`src/rtl/rx_fifo_with_rts_flow_control_macros.svh`:
```
// assertion macros for the receive fifo with rts flow control
`ifndef RX_FIFO_WITH_RTS_FLOW_CONTROL_MACROS_SVH
`define RX_FIFO_WITH_RTS_FLOW_CONTROL_MACROS_SVH

`ifndef SYNTH
// same-cycle implication, clocked on clk, off during reset
`define RXF_ASSERT_IMP(lbl, ante, cons) \
  lbl: assert property (@(posedge clk) disable iff (!rst_n) (ante) |-> (cons)) \
    else $error("rx fifo check failed");
// next-cycle implication, clocked on clk, off during reset
`define RXF_ASSERT_NXT(lbl, ante, cons) \
  lbl: assert property (@(posedge clk) disable iff (!rst_n) (ante) |=> (cons)) \
    else $error("rx fifo check failed");
`else
`define RXF_ASSERT_IMP(lbl, ante, cons)
`define RXF_ASSERT_NXT(lbl, ante, cons)
`endif

`endif

```
`src/rtl/rxfifo_pkg.sv`:
```
// shared types and constants for the receive fifo with rts flow control
package rxfifo_pkg;

  localparam int DEPTH_DEF = 128;
  localparam int CFG_W     = 9;
  localparam int FREE_W    = 9;
  localparam int CFG_IDX_W = 2;

  localparam logic [CFG_W-1:0] PAUSE_RST  = 9'd32;
  localparam logic [CFG_W-1:0] RESUME_RST = 9'd64;

  // register indexes
  localparam logic [CFG_IDX_W-1:0] REG_PAUSE  = 2'd0;
  localparam logic [CFG_IDX_W-1:0] REG_RESUME = 2'd1;

  // op codes
  localparam logic OP_PUSH = 1'b0;
  localparam logic OP_POP  = 1'b1;

  typedef struct packed {
    logic       op;
    logic [7:0] rx_byte;
  } in_t;

  typedef struct packed {
    logic [7:0]        read_byte;
    logic              read_valid;
    logic              overflow;
    logic              rts;
    logic [FREE_W-1:0] free_space;
    logic              char_available;
  } out_t;

endpackage

```
`src/rtl/rxfifo_mem.sv`:
```
// byte store: one write port, one read port with registered read data
module rxfifo_mem import rxfifo_pkg::*; #(
  parameter int DEPTH = DEPTH_DEF,
  localparam int IDX_W = $clog2(DEPTH)
) (
  input  logic             clk,
  input  logic             wr_en,
  input  logic [IDX_W-1:0] wr_addr,
  input  logic [7:0]       wr_data,
  input  logic             rd_en,
  input  logic [IDX_W-1:0] rd_addr,
  output logic [7:0]       rd_data
);

  logic [7:0] mem [DEPTH];

  // write port
  always_ff @(posedge clk) begin
    if (wr_en) begin
      mem[wr_addr] <= wr_data;
    end
  end

  // read port, data holds until the next read
  always_ff @(posedge clk) begin
    if (rd_en) begin
      rd_data <= mem[rd_addr];
    end
  end

endmodule

```
`src/rtl/rx_fifo_with_rts_flow_control.sv`:
```
// receive fifo with rts flow control and hysteresis, top level
// the result of a request is registered and shown from the cycle after it is taken
// throughput: one request per cycle, set by the registered pointer and count update
// and the registered read of the byte store; a stalled result stalls the input
// reset (rst_n low, synchronous): pointers 0, all entries free, rts low, thresholds
// 32 and 64; the byte store is not cleared and needs no clearing pass
module rx_fifo_with_rts_flow_control import rxfifo_pkg::*; #(
  parameter int DEPTH = DEPTH_DEF
) (
  input  logic                 clk,
  input  logic                 rst_n,
  input  logic                 in_valid,
  output logic                 in_stall,
  input  in_t                  in_data,
  output logic                 out_valid,
  input  logic                 out_stall,
  output out_t                 out_data,
  input  logic                 cfg_we,
  input  logic [CFG_IDX_W-1:0] cfg_index,
  input  logic [CFG_W-1:0]     cfg_wdata
);

  `include "rx_fifo_with_rts_flow_control_macros.svh"

  localparam int IDX_W = $clog2(DEPTH);
  localparam int CNT_W = $clog2(DEPTH + 1);
  localparam logic [IDX_W-1:0] LAST_IDX = IDX_W'(DEPTH - 1);
  localparam logic [CNT_W-1:0] FULL_CNT = CNT_W'(DEPTH);

  logic [CFG_W-1:0] pause_r, resume_r;
  logic [IDX_W-1:0] wr_idx_r, wr_idx_nxt, rd_idx_r, rd_idx_nxt;
  logic [CNT_W-1:0] space_r, space_nxt;
  logic             rts_r, rts_nxt;
  logic             acc, push_ok, pop_ok;
  logic [FREE_W-1:0] space_dec, space_inc;

  logic              out_valid_r;
  logic              rvalid_r, ovf_r, avail_r;
  logic [FREE_W-1:0] free_r;
  logic [7:0]        rd_data;

  // configuration registers
  always_ff @(posedge clk) begin
    if (!rst_n) begin
      pause_r  <= PAUSE_RST;
      resume_r <= RESUME_RST;
    end else if (cfg_we) begin
      case (cfg_index)
        REG_PAUSE:  pause_r  <= cfg_wdata;
        REG_RESUME: resume_r <= cfg_wdata;
        default:    ;
      endcase
    end
  end

  // request handshake
  assign in_stall = out_valid_r && out_stall;
  assign acc      = in_valid && !in_stall;
  assign push_ok  = acc && (in_data.op == OP_PUSH) && (space_r != '0);
  assign pop_ok   = acc && (in_data.op == OP_POP) && (space_r != FULL_CNT);

  assign space_dec = FREE_W'(space_r) - FREE_W'(1);
  assign space_inc = FREE_W'(space_r) + FREE_W'(1);

  // pointer, free count and rts update
  always_comb begin
    wr_idx_nxt = wr_idx_r;
    rd_idx_nxt = rd_idx_r;
    space_nxt  = space_r;
    rts_nxt    = rts_r;
    if (push_ok) begin
      wr_idx_nxt = (wr_idx_r == LAST_IDX) ? '0 : wr_idx_r + IDX_W'(1);
      space_nxt  = space_r - CNT_W'(1);
      if (!rts_r && (space_dec < pause_r)) begin
        rts_nxt = 1'b1;
      end
    end else if (pop_ok) begin
      rd_idx_nxt = (rd_idx_r == LAST_IDX) ? '0 : rd_idx_r + IDX_W'(1);
      space_nxt  = space_r + CNT_W'(1);
      if (rts_r && (space_inc > resume_r)) begin
        rts_nxt = 1'b0;
      end
    end
  end

  always_ff @(posedge clk) begin
    if (!rst_n) begin
      wr_idx_r <= '0;
      rd_idx_r <= '0;
      space_r  <= FULL_CNT;
      rts_r    <= 1'b0;
    end else begin
      wr_idx_r <= wr_idx_nxt;
      rd_idx_r <= rd_idx_nxt;
      space_r  <= space_nxt;
      rts_r    <= rts_nxt;
    end
  end

  // byte store
  rxfifo_mem #(.DEPTH(DEPTH)) u_mem (
    .clk     (clk),
    .wr_en   (push_ok),
    .wr_addr (wr_idx_r),
    .wr_data (in_data.rx_byte),
    .rd_en   (pop_ok),
    .rd_addr (rd_idx_r),
    .rd_data (rd_data)
  );

  // result register
  always_ff @(posedge clk) begin
    if (!rst_n) begin
      out_valid_r <= 1'b0;
    end else if (acc) begin
      out_valid_r <= 1'b1;
    end else if (!out_stall) begin
      out_valid_r <= 1'b0;
    end
  end

  always_ff @(posedge clk) begin
    if (acc) begin
      rvalid_r <= pop_ok;
      ovf_r    <= (in_data.op == OP_PUSH) && (space_r == '0);
      free_r   <= FREE_W'(space_nxt);
      avail_r  <= (space_nxt != FULL_CNT);
    end
  end

  assign out_valid                = out_valid_r;
  assign out_data.read_byte       = rvalid_r ? rd_data : 8'd0;
  assign out_data.read_valid      = rvalid_r;
  assign out_data.overflow        = ovf_r;
  assign out_data.rts             = rts_r;
  assign out_data.free_space      = free_r;
  assign out_data.char_available  = avail_r;

  // checks
  `RXF_ASSERT_IMP(a_no_ovf_and_read, out_valid_r, !(ovf_r && rvalid_r))
  `RXF_ASSERT_NXT(a_full_push_holds, acc && (in_data.op == OP_PUSH) && (space_r == '0), $stable(space_r) && ovf_r)
  `RXF_ASSERT_NXT(a_pop_gives_byte, pop_ok, out_valid_r && rvalid_r && (space_r != '0))
  `RXF_ASSERT_IMP(a_rts_rise_on_push, $rose(rts_r), $past(push_ok))

endmodule
```
`config.mk`:
```
export PLATFORM = sky130hd
export DESIGN_NAME = rx_fifo_with_rts_flow_control
export DESIGN_NICKNAME = d
export VERILOG_FILES = /design/src/rtl/rxfifo_pkg.sv /design/src/rtl/rxfifo_mem.sv /design/src/rtl/rx_fifo_with_rts_flow_control.sv
export VERILOG_INCLUDE_DIRS = /design/src /design/src/rtl
export SDC_FILE = /design/constraint.sdc
export NUM_CORES = 1
export LEC_CHECK = 0
export ABC_AREA = 0
export BUFFER_PORTS_ARGS = -buffer_cell sky130_fd_sc_hd__buf_2
export CAP_MARGIN = 30
export CORE_AREA = 5 5 300 302
export CTS_BUF_LIST = sky130_fd_sc_hd__clkbuf_2 sky130_fd_sc_hd__clkbuf_4 sky130_fd_sc_hd__clkbuf_8
export CTS_CLUSTER_DIAMETER = 120
export DETAILED_ROUTE_END_ITERATION = 16
export DIE_AREA = 0 0 305 307
export PLACE_DENSITY = 0.63
export SETUP_SLACK_MARGIN = 0.5
export SLEW_MARGIN = 20
export SYNTH_ARGS = -nofsm -noshare
export SYNTH_HDL_FRONTEND = slang
export SYNTH_SLANG_ARGS = --single-unit
```
`constraint.sdc`:
```
create_clock -name clk -period 5.75 [get_ports clk]
set_clock_uncertainty 0.2 [all_clocks]
set_input_delay 0.575 -clock clk [delete_from_list [all_inputs] [get_ports clk]]
set_output_delay 0.575 -clock clk [all_outputs]
set_load 0.005 [all_outputs]
```
# Yosys cells after proc, flatten, opt, wreduce, memory -nomap -nowiden

Memory sizes are Yosys's and may differ from the RTL's. A register that Yosys moved wholly into a read port is not among the register bits.
Cells that the tools add are included.

Add/subtract/negate cells: 6
$lt $le $gt $ge: 2
Eq/ne operators: 7
Mux-type cells: 13
Bitwise logic cells: 2
Reductions and logical operators: 20

Operator list:

| operator                                             | count |
|---|---|
| two-way mux 8 bit                                    | 3 |
| != test 8 bit (second input constant)                | 2 |
| adder 7 x 1 -> 7 bit (second input constant)         | 2 |
| equality test 7 bit (second input constant)          | 2 |
| two-way mux 7 bit                                    | 2 |
| adder 8 x 1 -> 9 bit (second input constant)         | 1 |
| > comparator 9 bit                                   | 1 |
| logical AND 1 bit                                    | 9 |
| < comparator 9 bit                                   | 1 |
| subtractor 8 x 1 -> 9 bit (second input constant)    | 1 |
| adder 8 x 1 -> 8 bit (second input constant)         | 1 |
| logical NOT 8 bit                                    | 1 |
| two-way mux 1 bit                                    | 8 |
| nonzero test 8 bit                                   | 1 |
| subtractor 8 x 1 -> 8 bit (second input constant)    | 1 |
| AND reduction 2 bit                                  | 3 |
| != test 2 x 1 -> 1 bit (second input constant)       | 2 |
| nonzero test 2 bit                                   | 2 |
| AND reduction 3 bit                                  | 1 |
| equality test 2 x 1 -> 1 bit (second input constant) | 1 |
| logical NOT 1 bit                                    | 2 |
| logical NOT 2 bit                                    | 1 |
| inverter 1 bit                                       | 2 |

Register bits after elaboration: 53
Memory bits (writable): 1024
Bits of input ports: 25
Output and inout bits: 23
Logic and storage cells: 62
Memories: 1

Memories:

| name      | words | bits a word | rd ports | clocked after memory_dff | wr ports | RTL line         | RTL |
|---|---|---|---|---|---|---|---|
| u_mem.mem | 128   | 8           | 1        | 1                        | 1        | rxfifo_mem.sv:15 | `logic [7:0] mem [DEPTH];` |

# Logic depth before layout (Yosys ltp)

Gate-level depths: netlist of run 1.

Word-level depth: 8
Mapped depth: 11
Gate-level depth less buffers: 10

# By module

From an unflattened synthesis of run 1, not the netlist that was laid out.

Cells, all modules: 1965
Area, all modules: 42796.0 um2

By module, submodules not included:

| module                        | instances | cells each | area each (um2) | sequential area each (um2) |
|---|---|---|---|---|
| rxfifo_mem                    | 1         | 1635       | 39745.6         | 30989.7 |
| rx_fifo_with_rts_flow_control | 1         | 330        | 3050.4          | 1171.1 |

# Worst setup path before layout of run 1

No wires, ideal clock.

Path type: flip-flop to flip-flop
From: register space_r[0]
To: memory u_mem.mem[51][0] (enable)
Library setup time: 0.370 ns
Arrival: 2.627 ns
Data required time: 5.180 ns
Setup slack: 2.553 ns
Stages on the path, launching flop included: 12
Path buffers: 3
Clock period less this slack: 3.197 ns
Cell sequence: dfxtp_1 -> inv_1 -> ha_1 -> clkbuf_1 -> or3b_2 -> nor2_1 -> or3_1 -> buf_2 -> nor2_1 -> nand3_1 -> buf_2 -> nor2_1

Longest elaborated chain between the ends: 4

RTL lines:

| element                                 | RTL line                            | RTL |
|---|---|---|
| start, declared                         | rx_fifo_with_rts_flow_control.sv:32 | `logic [CNT_W-1:0] space_r, space_nxt;` |
| start signal, assigned                  | rx_fifo_with_rts_flow_control.sv:95 | `space_r <= space_nxt;` |
| nonzero test 8 bit                      | rx_fifo_with_rts_flow_control.sv:59 | `assign push_ok = acc && (in_data.op == OP_PUSH) && (space_r != '0);` |
| logical AND 1 bit                       | rx_fifo_with_rts_flow_control.sv:59 |  |
| two-way mux 1 bit                       | rxfifo_mem.sv:19                    | `if (wr_en) begin` |
| two-way mux 1 bit (implied by the code) | rxfifo_mem.sv:20                    | `mem[wr_addr] <= wr_data;` |
| end, declared                           | rxfifo_mem.sv:15                    |  |

Every way passes these cells.

# Worst setup path in the final report of run 1

From: register space_r[0]
To: memory u_mem.mem[8][0] (enable)

Same word-level chain as after synthesis.

==> results of run 1 <==
-- Yosys cell counts (5+ instances only) --
cell type / number / area, um^2
sky130_fd_sc_hd__a211oi_1: 20 / 150
sky130_fd_sc_hd__ha_1: 22 / 275
sky130_fd_sc_hd__a2111oi_0: 15 / 131
sky130_fd_sc_hd__a211o_1: 6 / 52.6
sky130_fd_sc_hd__buf_1: 6 / 22.5
sky130_fd_sc_hd__o211ai_1: 8 / 60.1
sky130_fd_sc_hd__nand4_1: 8 / 50.1
sky130_fd_sc_hd__nor2_1: 172 / 646
sky130_fd_sc_hd__a22o_1: 8 / 70.1
sky130_fd_sc_hd__o221ai_1: 14 / 123
sky130_fd_sc_hd__xor2_1: 10 / 87.6
sky130_fd_sc_hd__o21ai_0: 20 / 100
sky130_fd_sc_hd__nand2b_1: 8 / 50.1
sky130_fd_sc_hd__inv_1: 25 / 93.8
sky130_fd_sc_hd__dfxtp_1: 42 / 841
sky130_fd_sc_hd__xnor2_1: 16 / 140
sky130_fd_sc_hd__nor4_1: 5 / 31.3
sky130_fd_sc_hd__a22oi_1: 27 / 203
sky130_fd_sc_hd__edfxtp_1: 1043 / 31300
sky130_fd_sc_hd__clkbuf_1: 50 / 188
sky130_fd_sc_hd__nor3_1: 24 / 120
sky130_fd_sc_hd__mux2i_1: 150 / 1500
sky130_fd_sc_hd__o22ai_1: 38 / 238
sky130_fd_sc_hd__buf_2: 54 / 270
sky130_fd_sc_hd__mux2_2: 10 / 113
sky130_fd_sc_hd__nand2_1: 48 / 180
sky130_fd_sc_hd__nand3_1: 25 / 125
sky130_fd_sc_hd__mux4_2: 200 / 4500
sky130_fd_sc_hd__a21oi_1: 33 / 165
sky130_fd_sc_hd__and2_1: 24 / 150
sky130_fd_sc_hd__buf_4: 23 / 173
sky130_fd_sc_hd__nor2b_1: 30 / 188
-- report_power, final --
group	switching [mW]	internal (mW)	total, mW
Sequential	0.0980	8.72	8.82
Clock	3.00	3.45	6.46
Combinational	0.818	0.636	1.45
Total	3.92	12.8	16.7
-- path summary, 6_finish.rpt --
check / slack [ns] / to
worst max-delay path: 1.52 / u_mem.mem[8][0]$_DFFE_PP_
worst min-delay path: 0.08 / u_mem.mem[38][2]$_DFFE_PP_
worst max register to register: 1.52 / u_mem.mem[8][0]$_DFFE_PP_
worst min register to register: 0.33 / resume_r[2]$_SDFFE_PN0P_
-- registers in the layout (all words and copies together) (netlist names), 7 cells and up --
signal and count:
pause_r 9, free_r 8, u_mem.rd_data 8, rd_idx_r 7, wr_idx_r 7, resume_r 9
u_mem.mem 1024, space_r 8
-- critical path, cell delays in order, from the launching register on --
cell                      delay, ns
sky130_fd_sc_hd__dfxtp_1       0.53
sky130_fd_sc_hd__inv_1         0.16
sky130_fd_sc_hd__ha_1          0.35
sky130_fd_sc_hd__or3b_2        0.30
sky130_fd_sc_hd__nor2_1        0.09
sky130_fd_sc_hd__or3_1         0.47
sky130_fd_sc_hd__nor2_1        0.29
sky130_fd_sc_hd__nand2_2       0.57
sky130_fd_sc_hd__nor2_1        0.87
-- layout make-up --
class | count | area (um^2)
Tap cell | 1165 | 1460
Timing Repair Buffer | 125 | 973
Antenna cell | 2 | 5.00
Clock inverter | 85 | 582
Inverter | 26 | 97.6
Fill cell | 6733 | 39300
Sequential cell | 1085 | 32200
Clock buffer | 227 | 2800
Multi-Input combinational cell | 1005 | 10000
-- stage by stage --
step	instances	setup slack [ns]	total power [mW]	hold slack (ns)	utilization, %
floorplan	2251	2.55	9.93	0.280	-
global placement	3370	1.27	10.4	0.294	50.7
detailed placement	3373	1.49	10.4	0.301	50.8
CTS	3709	1.47	16.8	0.0186	54.9
global route	3719	1.39	17.3	0.0555	55.0
finish	3720	1.52	16.7	0.0804	55.1
-- metal layers --
metal | global-route usage (%) | share of wire (%)
met1 | 30.5 | 41
met2 | 36.5 | 50
met5 | 0 | 0
met3 | 4.52 | 7.1
met4 | 7.37 | 2.8
-- cell families after synthesis --
group,synth area share [%]
other,0.00873
and+or+nand+nor,4.06
muxes,14.2
adders and majority gates,0.641
AOI/OAI and AO/OA,3.81
DFF,74.9
xor gates and xnor gates,0.530
buffers and inverters,1.80
-- repair_timing --
action | CTS | global route
endpoints found under the hold margin | 34 | 15
hold buffers | 24 | 1
resized for setup | 0 | 0
endpoints found under the setup margin | 0 | 0
==> metrics.cfg, run 1 <==
[floorplanning]
chipHeight_um = 307
design.core.area_um2 = 87400
io_pins = 48
dieArea_um2 = 93600
starting_density_of_the_core_pct = 49.1
floorplan.rows = 109
chipWidth_um = 305

[worst_setup_path]
critical_path.endpoint_type = register
timing.rr.start = space_r[0]$_SDFF_PN0_
crit_path_dat_ns = 4.47
setup.worst_path.start = space_r[0]$_SDFF_PN0_
critical_path.max_fanout = 16
cp-start-kind = register
worst_ep_required_time_ns = 5.99
reg2regPathDepth = 8
worstSetupPathType = reg -> reg

[clock_network]
cts_buffers = 171
cts.clk_slew.worst_paths_ns = 0.06
tritoncts = built
cts.path.max_buffers = 3
ctsRootBufferMaster = sky130_fd_sc_hd__clkbuf_8
postCtsSetupBuffers = 0
htree_levels = 4
insertion_delay_ns = 0.83
cts.sinks = 1085

[timing]
fmax_ghz = 0.236
finalHoldViolations = 0
unrepaired_setup_endpoints_after_global_routing = no
max-slew-margin-rel_pct = 27.2
final.setup.tns_ns = 0
drv_slew = 0
worst-slew-pin-transition_ns = 1.09
minimum_clock_period_after_layout_ns = 4.23
timing.final.crit_share_pct = 73.6
setup_viol_count_final = 0

[layout]
finalNetCount = 2461
finish.instance_area_um2 = 48100
most_common_cell_after_layout_fill_and_taps_aside = sky130_fd_sc_hd__edfxtp_1
syn2layout_area_growth_pct = 12.1
most-common-layout-cells = 1043 x sky130_fd_sc_hd__edfxtp_1, 200 x sky130_fd_sc_hd__mux4_2, 175 x sky130_fd_sc_hd__clkbuf_8, 171 x sky130_fd_sc_hd__nor2_1, 150 x sky130_fd_sc_hd__mux2i_1
drive_gt1_share_pct = 23.3

[worst_hold_path]
hold_path.class = in -> reg
timing.hold.worst_path_depth = 1
hold_path_startpoint = in_data[2]

[synth]
seq_area_frac_synth_pct = 74.9
synth_enable_flop_cells = 1043
synth_async_sr_flop_share_pct = 0
synthesis.area_per_instance_um2 = 19.1
synth_cell_types = 65
netlist_area_um2 = 42900
postSynth.topFlopCell = sky130_fd_sc_hd__edfxtp_1
synth-seq-cells = 1085
postSynthNetCount = 2298
yosysWarningCount = 0
synthCells = 2251

[placed_design]
detailed_place.area_um2 = 44400
place.port_buffers = 46
place.detailed.hpwl_um = 63600
place.gp.congestion = 0.882

[routing]
number_of_vias_per_cell = 6.00
ant_nets = 0
wire_per_inst_um = 28.1
drt_pass1_iterations = 8
initialDrtViolationCount = 2284
post_detailed_route_drc_marker_count = 0
detail_route.wirelength_um = 104000
num_vias = 22300

[flow_run]
max_capacitance_violation_count = 0

[global_route]
grt.overflow.total = 0
antenna_found_initial = 4
grt_start_max_net_pins = 139
grt_pass1_vias = 22700
wire_length_of_the_first_global_routing_pass_um = 154000
global_route.usage.total_pct = 22.3

[pwr]
p_leak_nw = 14.7
power_density_nw_per_um2 = 348
peakVddDrop_mv = 0.213

[outcome]
outcome = finished, final reports clean

Power figures use the tool's default switching activity.
==> inputs of run 2 (changes only) <==
- ABC_AREA: 0 -> 1
- CORE_AREA: 5 5 300 302 -> 5 5 312 314
- DIE_AREA: 0 0 305 307 -> 0 0 317 319
- clock period: 5.75 -> 4.25 ns (I/O delays scaled with it)
==> metrics.cfg, run 2 <==
[worst_setup_path]
critical_path.endpoint_type = register
chain_of_cells_forming_the_critical_path = inv_1 -> ha_1 -> nand2_1 -> nor2_2 -> nand2_2 -> nand2_4 -> inv_2 -> nand4_4 -> buf_4 -> nor2_1
cp-start-kind = register
crit_path_dat_ns = 3.65
cpPeakStageDelay_ns = 0.53
timing.critical_path.max_delay_family = simple AND/OR/NAND/NOR gates
critical_path.max_fanout = 16
combined_buffer_and_inverter_count_along_the_critical_path = 3
critical_path_depth = 10
worst_ep_required_time_ns = 4.50
worstSetupPathType = reg -> reg
reg2regPathDepth = 10
cp_slowest_cell = sky130_fd_sc_hd__nor2_1

[global_route]
global_route.usage.total_pct = 24.0
grt_pass1_vias = 29900
wire_length_of_the_first_global_routing_pass_um = 184000
grt_start_max_net_pins = 165
antenna_found_initial = 1
grt.overflow.total = 0

[synth]
synth_cell_types = 36
netlist_area_um2 = 46600
postSynthNetCount = 4562
area_share_of_the_largest_cell_type_after_synthesis_pct = 67.2
yosysWarningCount = 0
synth.area.top_cells = sky130_fd_sc_hd__edfxtp_1 67%, sky130_fd_sc_hd__nand2_1 11%, sky130_fd_sc_hd__nor2_1 5.1%
seq_area_frac_synth_pct = 69.0
netlist_top_cells_count = 1342 x sky130_fd_sc_hd__nand2_1, 1043 x sky130_fd_sc_hd__edfxtp_1, 635 x sky130_fd_sc_hd__nor2_1
synth_enable_flop_cells = 1043
yosys.area.top_type = sky130_fd_sc_hd__edfxtp_1
postSynth.topFlopCell = sky130_fd_sc_hd__edfxtp_1
synthesis.area_per_instance_um2 = 10.3
synth-seq-cells = 1085
yosys.cell_count.top_type = sky130_fd_sc_hd__nand2_1
synth_async_sr_flop_share_pct = 0
synthCells = 4515

[routing]
post_detailed_route_drc_marker_count = 0
initialDrtViolationCount = 3415
ant_nets = 0
detail_route.wirelength_um = 121000
drt_pass1_iterations = 5
wire_per_inst_um = 20.2
number_of_vias_per_cell = 5.26
num_vias = 31600

[layout]
drive_gt1_share_pct = 8.93
largest_register = u_mem.mem
most_common_cell_after_layout_fill_and_taps_aside = sky130_fd_sc_hd__nand2_1
reg.largest.list = u_mem.mem x1024, pause_r x9, resume_r x9
most-common-layout-cells = 1342 x sky130_fd_sc_hd__nand2_1, 1043 x sky130_fd_sc_hd__edfxtp_1, 634 x sky130_fd_sc_hd__nor2_1, 436 x sky130_fd_sc_hd__inv_1, 436 x sky130_fd_sc_hd__nand3_1
largest_register_ff_count = 1024
syn2layout_area_growth_pct = 11.3
finalNetCount = 4660
finish.instance_area_um2 = 51900

[timing]
drv_slew = 0
unrepaired_setup_endpoints_after_global_routing = no
fmax_ghz = 0.294
finalHoldViolations = 0
worst-slew-pin-transition_ns = 0.952
max-slew-margin-rel_pct = 36.5
setup_viol_count_final = 0
final.setup.tns_ns = 0
timing.final.crit_share_pct = 80.0
minimum_clock_period_after_layout_ns = 3.40

[placed_design]
place.gp.congestion = 0.855
detailed_place.area_um2 = 48100
place.detailed.hpwl_um = 71700
place.port_buffers = 46

[clock_network]
tritoncts = built
cts_buffers = 172
cts.path.max_buffers = 3
cts.sinks = 1085
insertion_delay_ns = 0.84
ctsRootBufferMaster = sky130_fd_sc_hd__clkbuf_8
cts.clk_slew.worst_paths_ns = 0.06
htree_levels = 4
postCtsSetupBuffers = 0

[pwr]
power_density_nw_per_um2 = 462
peakVddDrop_mv = 0.313
p_leak_nw = 20.5
finalPower_mw = 24.0

[floorplanning]
chipWidth_um = 317
io_pins = 48
starting_density_of_the_core_pct = 49.4
floorplan.rows = 113
chipHeight_um = 319
design.core.area_um2 = 94300
dieArea_um2 = 101000

[worst_hold_path]
timing.hold.worst_path_depth = 1
hold_path.class = in -> reg

[outcome]
outcome = finished, final reports clean

[flow_run]
max_capacitance_violation_count = 0

==> run 2: cell count changes in the layout (fill, tap and decap cells not counted), sizes merged, moves of 30 or more <==
cell	before	now
inv	29	451
mux2i	150	0
mux4	200	0
nand2	48	1344
nand3	25	436
nor2	173	637
nor2b	30	0
o21ai	20	224
o22ai	38	0
==> run 2: routing by layer <==
| layer | wire length [um] | GRT usage (%) | part of all wire (%) |
|---|---|---|---|
| met2 | 55300 | 36.4 | 46 |
| met4 | 3540 | 7.83 | 2.9 |
| met3 | 10200 | 4.51 | 8.4 |
| met1 | 52200 | 35.3 | 43 |
| met5 | 0 | 0 | 0 |
==> run 2: worst paths after layout <==
check                           start                          end  slack [ns]
max             space_r[0]$_SDFF_PN0_   u_mem.mem[49][6]$_DFFE_PP_        0.85
min                        in_data[6]  u_mem.mem[107][6]$_DFFE_PP_        0.04
max reg2reg     space_r[0]$_SDFF_PN0_   u_mem.mem[49][6]$_DFFE_PP_        0.85
min reg2reg  resume_r[3]$_SDFFE_PN0P_     resume_r[3]$_SDFFE_PN0P_        0.26
==> run 2: kinds of logic (layout without fill, tap and decap cells) <==
family	Yosys count	after routing	synth area share, %
adders and majority gates	22	22	0.591
AOI/OAI and AO/OA	273	273	2.97
xor gates and xnor gates	11	11	0.207
DFF	1085	1085	69.0
and+or+nand+nor	2442	2442	21.1
buffers and inverters	681	913	6.11
other	1	2	0.00805
==> run 2: per-stage QoR <==
step | utilization (%) | cells | hold slack, ns | setup slack, ns
after floorplan | - | 4515 | 0.235 | 1.53
after global placement | 51.0 | 5670 | 0.252 | 0.662
after detailed placement | 51.0 | 5671 | 0.255 | 0.565
after CTS | 54.9 | 6008 | 0.0187 | 0.574
after global routing | 55.0 | 6013 | 0.0291 | 0.637
final | 55.0 | 6013 | 0.0385 | 0.850
==> run 2: layout make-up <==
cell class | count | area (um^2)
clock inverter | 73 | 528
timing repair buffer | 156 | 1430
fill | 8157 | 42400
multi-input combinational | 2749 | 11600
antenna | 1 | 2.50
inverter | 449 | 1700
clock buffer | 235 | 2870
sequential | 1085 | 32200
tap | 1265 | 1580
==> run 2: timing repair <==
item | in CTS | in global routing
gates resized for setup | 0 | 1
setup endpoints to repair | 0 | 56
hold buffers | 29 | 1
hold endpoints to repair | 113 | 13
==> run 2: where the power goes <==
group	switching (mW)	internal, mW
clock network	4.07	4.74
logic	2.36	0.914
registers	0.0819	11.8
